`src/rtl/rrts_pkg.sv`:
```
`default_nettype none
// ----------------------------------------------------------------------------
// rrts_pkg
// Shared types, sizes and helpers for the round-robin time-slice scheduler.
// ----------------------------------------------------------------------------
package rrts_pkg;

  // dispatch list size and derived widths
  localparam int unsigned MAX_TASKS   = 16;
  localparam int unsigned IDX_W       = (MAX_TASKS > 1) ? $clog2(MAX_TASKS) : 1;
  localparam int unsigned CNT_W       = $clog2(MAX_TASKS + 1);

  // fixed field widths
  localparam int unsigned ID_W        = 8;
  localparam int unsigned QUANT_W     = 8;
  localparam int unsigned COUNT_OUT_W = 5;

  localparam logic [QUANT_W-1:0] QUANTUM_RESET = QUANT_W'(4);

  // operation codes
  typedef enum logic [1:0] {
    OP_TICK   = 2'd0,
    OP_ADD    = 2'd1,
    OP_REMOVE = 2'd2
  } op_e;

  // one result beat
  typedef struct packed {
    logic                   done;
    logic [ID_W-1:0]        cur_task;
    logic                   cur_valid;
    logic                   switched;
    logic                   error;
    logic [COUNT_OUT_W-1:0] count;
  } rrts_res_t;

  // physical slot of list position off, list starting at slot base
  function automatic logic [IDX_W-1:0] idx_wrap(logic [IDX_W-1:0] base,
                                                logic [CNT_W-1:0] off);
    logic [IDX_W:0] sum;
    sum = (IDX_W+1)'(base) + (IDX_W+1)'(off);
    if (sum >= (IDX_W+1)'(MAX_TASKS)) begin
      sum = sum - (IDX_W+1)'(MAX_TASKS);
    end
    return sum[IDX_W-1:0];
  endfunction

endpackage
`default_nettype wire

```
`src/rtl/rrts_ram.sv`:
```
`default_nettype none
// ----------------------------------------------------------------------------
// rrts_ram
// Generic single-write, single-read RAM with a registered read port.
// ----------------------------------------------------------------------------
module rrts_ram #(
  parameter int unsigned WIDTH = 8,
  parameter int unsigned DEPTH = 16
) (
  input  wire logic                                   clk_i,
  input  wire logic                                   we_i,
  input  wire logic [((DEPTH > 1) ? $clog2(DEPTH) : 1)-1:0] waddr_i,
  input  wire logic [WIDTH-1:0]                       wdata_i,
  input  wire logic [((DEPTH > 1) ? $clog2(DEPTH) : 1)-1:0] raddr_i,
  output logic      [WIDTH-1:0]                       rdata_o
);

  logic [WIDTH-1:0] mem_q [DEPTH];
  logic [WIDTH-1:0] rdata_q;

  // write port and registered read
  always_ff @(posedge clk_i) begin
    if (we_i) begin
      mem_q[waddr_i] <= wdata_i;
    end
    rdata_q <= mem_q[raddr_i];
  end

  assign rdata_o = rdata_q;

endmodule
`default_nettype wire

```
`src/rtl/rrts_seq.sv`:
```
`default_nettype none
// ----------------------------------------------------------------------------
// rrts_seq
// Sequencer: keeps the list as a ring in the RAM, runs tick/add/remove as
// read-modify-write steps and registers the result beat.
// ----------------------------------------------------------------------------
module rrts_seq (
  input  wire logic                        clk_i,
  input  wire logic                        rst_ni,
  input  wire logic                        start_i,
  output logic                             busy_o,
  input  wire logic [1:0]                  operation_i,
  input  wire logic [rrts_pkg::ID_W-1:0]   task_id_i,
  input  wire logic [rrts_pkg::QUANT_W-1:0] quantum_i,
  output logic                             mem_we_o,
  output logic [rrts_pkg::IDX_W-1:0]       mem_waddr_o,
  output logic [rrts_pkg::ID_W-1:0]        mem_wdata_o,
  output logic [rrts_pkg::IDX_W-1:0]       mem_raddr_o,
  input  wire logic [rrts_pkg::ID_W-1:0]   mem_rdata_i,
  output rrts_pkg::rrts_res_t              res_o
);

  import rrts_pkg::*;

  typedef enum logic [2:0] {
    ST_IDLE,
    ST_ROT_RD,
    ST_SEARCH,
    ST_HEAD_RD,
    ST_SHIFT
  } state_e;

  state_e              state_q, state_d;
  logic [IDX_W-1:0]    head_q, head_d;
  logic [CNT_W-1:0]    count_q, count_d;
  logic [QUANT_W-1:0]  slice_q, slice_d;
  logic [ID_W-1:0]     cur_q, cur_d;
  logic                has_q, has_d;
  logic [ID_W-1:0]     id_q, id_d;
  logic [CNT_W-1:0]    idx_q, idx_d;
  rrts_res_t           res_q, res_d;

  // next state, memory requests and result beat
  always_comb begin
    logic [QUANT_W-1:0] slice_dec;
    logic [CNT_W-1:0]   nxt;
    logic               fin;
    logic               err;

    state_d     = state_q;
    head_d      = head_q;
    count_d     = count_q;
    slice_d     = slice_q;
    cur_d       = cur_q;
    has_d       = has_q;
    id_d        = id_q;
    idx_d       = idx_q;
    res_d       = res_q;
    res_d.done  = 1'b0;
    mem_we_o    = 1'b0;
    mem_waddr_o = head_q;
    mem_wdata_o = cur_q;
    mem_raddr_o = head_q;
    slice_dec   = (slice_q != '0) ? slice_q - QUANT_W'(1) : '0;
    nxt         = idx_q + CNT_W'(1);
    fin         = 1'b0;
    err         = 1'b0;

    unique case (state_q)
      ST_IDLE: begin
        if (start_i) begin
          id_d = task_id_i;
          unique case (op_e'(operation_i))
            OP_TICK: begin
              fin = 1'b1;
              if (count_q != '0) begin
                if (slice_dec == '0) begin
                  slice_d = quantum_i;
                  if (count_q != CNT_W'(1)) begin
                    // old head goes to the tail, then fetch the new head
                    mem_we_o    = 1'b1;
                    mem_waddr_o = idx_wrap(head_q, count_q);
                    mem_wdata_o = cur_q;
                    head_d      = idx_wrap(head_q, CNT_W'(1));
                    mem_raddr_o = idx_wrap(head_q, CNT_W'(1));
                    fin         = 1'b0;
                    state_d     = ST_ROT_RD;
                  end
                end else begin
                  slice_d = slice_dec;
                end
              end
            end
            OP_ADD: begin
              fin = 1'b1;
              if (count_q >= CNT_W'(MAX_TASKS)) begin
                err = 1'b1;
              end else begin
                mem_we_o    = 1'b1;
                mem_waddr_o = idx_wrap(head_q, count_q);
                mem_wdata_o = task_id_i;
                count_d     = count_q + CNT_W'(1);
                if (!has_q) begin
                  cur_d   = task_id_i;
                  has_d   = 1'b1;
                  slice_d = quantum_i;
                end
              end
            end
            OP_REMOVE: begin
              if (count_q == '0) begin
                fin = 1'b1;
                err = 1'b1;
              end else begin
                // start the scan at the head
                mem_raddr_o = head_q;
                idx_d       = '0;
                state_d     = ST_SEARCH;
              end
            end
            default: begin
              fin = 1'b1;
            end
          endcase
        end
      end

      ST_ROT_RD: begin
        cur_d   = mem_rdata_i;
        fin     = 1'b1;
        state_d = ST_IDLE;
      end

      ST_SEARCH: begin
        // read data belongs to idx_q; fetch the next entry ahead
        mem_raddr_o = idx_wrap(head_q, nxt);
        if (mem_rdata_i == id_q) begin
          if (idx_q == '0) begin
            if (count_q == CNT_W'(1)) begin
              count_d = '0;
              has_d   = 1'b0;
              cur_d   = '0;
              slice_d = quantum_i;
              fin     = 1'b1;
              state_d = ST_IDLE;
            end else begin
              // dropping the head only advances the ring
              head_d  = idx_wrap(head_q, CNT_W'(1));
              count_d = count_q - CNT_W'(1);
              state_d = ST_HEAD_RD;
            end
          end else if (nxt == count_q) begin
            count_d = count_q - CNT_W'(1);
            fin     = 1'b1;
            state_d = ST_IDLE;
          end else begin
            idx_d   = nxt;
            state_d = ST_SHIFT;
          end
        end else if (nxt == count_q) begin
          err     = 1'b1;
          fin     = 1'b1;
          state_d = ST_IDLE;
        end else begin
          idx_d = nxt;
        end
      end

      ST_HEAD_RD: begin
        cur_d   = mem_rdata_i;
        slice_d = quantum_i;
        fin     = 1'b1;
        state_d = ST_IDLE;
      end

      ST_SHIFT: begin
        // move entry idx_q down one place, fetch the one after it
        mem_we_o    = 1'b1;
        mem_waddr_o = idx_wrap(head_q, idx_q - CNT_W'(1));
        mem_wdata_o = mem_rdata_i;
        mem_raddr_o = idx_wrap(head_q, nxt);
        if (nxt == count_q) begin
          count_d = count_q - CNT_W'(1);
          fin     = 1'b1;
          state_d = ST_IDLE;
        end else begin
          idx_d = nxt;
        end
      end

      default: begin
        state_d = ST_IDLE;
      end
    endcase

    // result beat
    if (fin) begin
      res_d.done      = 1'b1;
      res_d.cur_task  = has_d ? cur_d : '0;
      res_d.cur_valid = has_d;
      res_d.switched  = (has_d != has_q) || (cur_d != cur_q);
      res_d.error     = err;
      res_d.count     = COUNT_OUT_W'(count_d);
    end
  end

  // state and registered outputs
  always_ff @(posedge clk_i or negedge rst_ni) begin
    if (!rst_ni) begin
      state_q <= ST_IDLE;
      head_q  <= '0;
      count_q <= '0;
      slice_q <= QUANTUM_RESET;
      cur_q   <= '0;
      has_q   <= 1'b0;
      id_q    <= '0;
      idx_q   <= '0;
      res_q   <= '0;
    end else begin
      state_q <= state_d;
      head_q  <= head_d;
      count_q <= count_d;
      slice_q <= slice_d;
      cur_q   <= cur_d;
      has_q   <= has_d;
      id_q    <= id_d;
      idx_q   <= idx_d;
      res_q   <= res_d;
    end
  end

  assign busy_o = (state_q != ST_IDLE);
  assign res_o  = res_q;

endmodule
`default_nettype wire

```
`src/rtl/round_robin_time_slice_scheduler_unit.sv`:
```
`default_nettype none
// The result beat shows in the cycle after the item is taken for add, non-rotating tick,
// invalid codes and remove on an empty list; a rotating tick writes the old head to the
// tail, then reads the new head in ST_ROT_RD. Remove scans and compacts the list through
// the RAM one entry per cycle while busy is high; its beat shows in the cycle busy falls.
// A new item can be taken in the cycle its result beat shows; beats cannot be stalled.
// Reset empties the list, clears the current task and loads quantum and slice with 4.
// ----------------------------------------------------------------------------
// round_robin_time_slice_scheduler_unit
// Round-robin dispatch list with per-task time slice; top level.
// ----------------------------------------------------------------------------
module round_robin_time_slice_scheduler_unit (
  input  wire logic                           clk_i,
  input  wire logic                           rst_ni,
  input  wire logic                           start,
  output logic                                busy,
  input  wire logic [1:0]                     operation_i,
  input  wire logic [rrts_pkg::ID_W-1:0]      task_id_i,
  input  wire logic                           quantum_we_i,
  input  wire logic [rrts_pkg::QUANT_W-1:0]   quantum_i,
  output logic                                done_o,
  output logic [rrts_pkg::ID_W-1:0]           current_task_o,
  output logic                                current_valid_o,
  output logic                                switched_o,
  output logic                                error_o,
  output logic [rrts_pkg::COUNT_OUT_W-1:0]    task_count_o
);

  import rrts_pkg::*;

  logic [QUANT_W-1:0] quantum_q, quantum_d;
  logic               mem_we;
  logic [IDX_W-1:0]   mem_waddr;
  logic [ID_W-1:0]    mem_wdata;
  logic [IDX_W-1:0]   mem_raddr;
  logic [ID_W-1:0]    mem_rdata;
  rrts_res_t          res;

  // quantum register
  assign quantum_d = quantum_we_i ? quantum_i : quantum_q;

  always_ff @(posedge clk_i or negedge rst_ni) begin
    if (!rst_ni) begin
      quantum_q <= QUANTUM_RESET;
    end else begin
      quantum_q <= quantum_d;
    end
  end

  // dispatch list storage
  rrts_ram #(
    .WIDTH (ID_W),
    .DEPTH (MAX_TASKS)
  ) u_list_ram (
    .clk_i   (clk_i),
    .we_i    (mem_we),
    .waddr_i (mem_waddr),
    .wdata_i (mem_wdata),
    .raddr_i (mem_raddr),
    .rdata_o (mem_rdata)
  );

  // sequencer
  rrts_seq u_seq (
    .clk_i       (clk_i),
    .rst_ni      (rst_ni),
    .start_i     (start),
    .busy_o      (busy),
    .operation_i (operation_i),
    .task_id_i   (task_id_i),
    .quantum_i   (quantum_q),
    .mem_we_o    (mem_we),
    .mem_waddr_o (mem_waddr),
    .mem_wdata_o (mem_wdata),
    .mem_raddr_o (mem_raddr),
    .mem_rdata_i (mem_rdata),
    .res_o       (res)
  );

  // result ports
  assign done_o          = res.done;
  assign current_task_o  = res.cur_task;
  assign current_valid_o = res.cur_valid;
  assign switched_o      = res.switched;
  assign error_o         = res.error;
  assign task_count_o    = res.count;

endmodule
`default_nettype wire

```
`config.mk`:
```
export PLATFORM = sky130hd
export DESIGN_NAME = round_robin_time_slice_scheduler_unit
export DESIGN_NICKNAME = d
export VERILOG_FILES = /design/src/rtl/rrts_pkg.sv /design/src/rtl/rrts_ram.sv /design/src/rtl/rrts_seq.sv /design/src/rtl/round_robin_time_slice_scheduler_unit.sv
export SDC_FILE = /design/constraint.sdc
export NUM_CORES = 1
export LEC_CHECK = 0
export ABC_AREA = 1
export BUFFER_PORTS_ARGS = -buffer_cell sky130_fd_sc_hd__buf_2
export CAP_MARGIN = 20
export CORE_MARGIN = 1
export CORE_UTILIZATION = 57
export CTS_BUF_LIST = sky130_fd_sc_hd__clkbuf_8 sky130_fd_sc_hd__clkbuf_16
export DETAILED_ROUTE_END_ITERATION = 10
export PLACE_DENSITY = 0.78
export RECOVER_POWER = 50
export SYNTH_ARGS = -nofsm -noshare
export SYNTH_HDL_FRONTEND = slang
export SYNTH_SLANG_ARGS = --single-unit
```
`constraint.sdc`:
```
create_clock -name clk_i -period 2.7 [get_ports clk_i]
set_input_delay 0.54 -clock clk_i [delete_from_list [all_inputs] [get_ports clk_i]]
set_output_delay 0.54 -clock clk_i [all_outputs]
set_load 0.01 [all_outputs]
```
==> run summary <==
Max Cap Viol: 1
Die area: 0.0205 sq mm
Post-synth top cells: nand2_1, inv_1, nand3_1
Synth area leader: edfxtp_1
Root Driver: clkbuf_16
Mapped cell area: 0.0113 sq mm
Least-Margin Pin Slew: 1760 ps
Cell with the most instances after synthesis: nand2_1
Reg-to-reg slack, setup: -150 ps
H-tree depth: 1
Kind of critical path: reg -> reg
Row Count: 51
Status: finished, violations left
Core area: 0.0195 sq mm
Initial antenna violation count: 0
Largest net degree at the start of global routing: 68
GRT Util Overall: 29.0%
Clock sink total: 203
Final instance area: 0.0141 sq mm
Global route overflow: 0
Violations in the final reports: capacitance limit, slew limit, setup timing
Fin crit share: 106%
WHS Endpoint: u_seq.id_q[0]
Syn Nets: 1,304
Vias: 9,555
Ys flop type: edfxtp_1
WL final: 31,000 microns
EDFF count, synth: 128
Placed Area: 0.0128 sq mm
P per Cell Area: 1140 mW/mm^2
TritonCTS buffer count: 22
Worst-Skew Late Latency: 520 ps
Fill count: 1,409
Fin Hold WS: 256 ps
Sequential share of the synthesized area: 50.1%
# IOs: 40
Per-cell routed wire length: 18.2 microns
1st-pass router iterations: 7
DRC viols: 0
Hold path startpoint: task_id_i[0]
Reg-to-reg startpoint: u_seq.slice_q[2]
VDD IR max: 0.000694 V
Port bufs: 39
Min cycle time layout: 2850 ps
Fraction of registers with async set/reset: 33.0%
Mapped Cells: 1,259
DP HPWL: 20,500 microns
Yosys top cell area share: 33.9%
Critical Path AT: 3020 ps
Synth top area cells: edfxtp_1, dfrtp_1, nand2_1, nand3_1, inv_1
Slew headroom: -17.5%
Clk_skew: 35.2 ps
Post-place setup slack: -294 ps
Number of DRC markers in iteration 0: 972
Hold Buf Count CTS: 0
Hold Vio Cnt, Final: 0
Post-layout nets: 1,471
FMAX: 0.351 GHz
First-pass GRT wire length: 46,000 microns
Max clock buf depth: 3
Hold WC Path Type: in -> reg
# setup viols final: 151
Hold path depth: 3
GP Congestion: 0.992
Die height: 143 microns
Pleak: 6.47 nW
Synth Warn #: 0
Critical path launch point: u_seq.slice_q[2]
R2R depth: 18
Number of global-route vias before repair: 8,992
CP max FO: 8
P&R area growth vs syn: 24.6%
Worst EP required: 2870 ps
TritonCTS clock tree: yes
Final ANT Viol Nets: 0
Synth unique cells: 64
Final WS setup: -152 ps
Startpoint type of the worst setup path: register
CP Capture Type: register
Reg2reg end: u_list_ram.mem_q[5][0]
Die span in x: 143 microns
ANT cells: 0
RSZ-0062 raised after global routing: yes
Starting density of the core: 58.3%
Synth Register Bits: 203
Post-Syn Area per Cell: 9.01 sq um
DR vias/cell: 5.60
Max Slew Vio Count: 68
Clock-pin slew on the worst setup and hold paths: 60 ps
Layout cells sized above 1: 27.4%
-- stage by stage --
step,util (%),std cells,TNS (ps),total power [W]
detailed placement,65.8,1640,-34360,0.0119
global route,72.6,1706,-40060,0.0170
finish,72.6,1706,-14750,0.0161
global placement,65.8,1640,-18480,0.0118
floorplan,-,1259,-4370,0.00920
CTS,70.5,1686,-6720,0.0152
-- placed cells by master, fill, tap and decap left out, drive strengths merged, types with 2 or more instances in the layout --
master and n:
o22ai 7, o211ai 6, xor2 17, nor4 3, clkbuf 55, dfstp 2
inv 181, buf 160, nor3 7, dfrtp 65, o221ai 9, o31ai 3
a21oi 21, mux2 8, clkinv 5, nand3 193, and2 3, ha 20
o21ai 62, nand2 336, dlymetal6s2s 2, xnor2 6, a31oi 7, dfxtp 8
or2 8, fa 3, edfxtp 128, o2111ai 3, nor2 75, a22oi 12
a21boi 2, bufinv 2, nand4 13
-- timing repair --
item,in CTS,in global routing
cloned,0,10
pin swaps,26,11
setup endpoints to repair,143,156
resized for setup,42,38
setup buffers,7,10
-- layer usage --
metal	vias up	part of all wire, %	GRT usage (%)
li1	4532	-	-
met2	452	48	48.8
met3	91	6.9	3.52
met1	4480	41	38.3
met4	0	3.6	11.4
met5	-	0	0
-- sequential cells by signal, indices dropped and copies added (netlist names), 3 cells and up --
signal	flops
quantum_q	8
u_list_ram.mem_q	128
u_list_ram.rdata_o	8
u_seq.count_q	5
u_seq.cur_q	8
u_seq.head_q	4
u_seq.id_q	8
u_seq.idx_q	5
u_seq.res_o	17
u_seq.slice_q	8
u_seq.state_q	3
-- critical path, stage by stage, from the launching register on --
cell and delay, ps:
dfstp_2 590, nor2_2 60, nand2_1 80, nand2_1 60
nand2_2 110, nor2_4 50, nor2_2 120, nand3_2 100
nor2_4 190, nand2_4 80, nor2_4 140, nand2_1 70
nand2_1 60, o211ai_1 80, nand2_1 120, nand2_2 80
nor2_4 140, nand2_4 150, nor2_4 250
-- cell type report --
type | count | area (sq um) | area share, %
sequential | 203 | 5680 | 40.2
multi-input combinational | 832 | 5000 | 35.4
timing repair buffer | 191 | 1710 | 12.1
inverter | 176 | 674 | 4.77
clock buffer | 26 | 606 | 4.29
tap | 265 | 332 | 2.35
clock inverter | 13 | 126 | 0.895
-- where the power goes --
group	switching (W)	total, W	internal, W
clock	0.00120	0.00299	0.00179
combinational	0.00528	0.00870	0.00342
sequential	0.000353	0.00441	0.00406
total	0.00683	0.0161	0.00927
-- worst max path at each step --
stage                     cells after the start  slack, ps                       to
after detailed placement                     17       -290  u_list_ram.mem_q[12][0]
after CTS                                    18       -110   u_list_ram.mem_q[0][3]
final                                        18       -150   u_list_ram.mem_q[5][0]
after global routing                         17       -310   u_list_ram.mem_q[3][0]
after floorplan                              14        -50   u_list_ram.mem_q[4][0]
after global placement                       18       -170  u_list_ram.mem_q[13][0]
-- cells by family after synthesis --
family          after synthesis  synth area share [%]
simple gates                640                  27.9
flops                       203                  50.1
fa+ha+maj                    23                  2.74
mux                           8                 0.795
buf+inv                     224                  8.96
compound gates              138                  7.72
xor+xnor                     23                  1.78
Power figures use the tool's default switching activity.
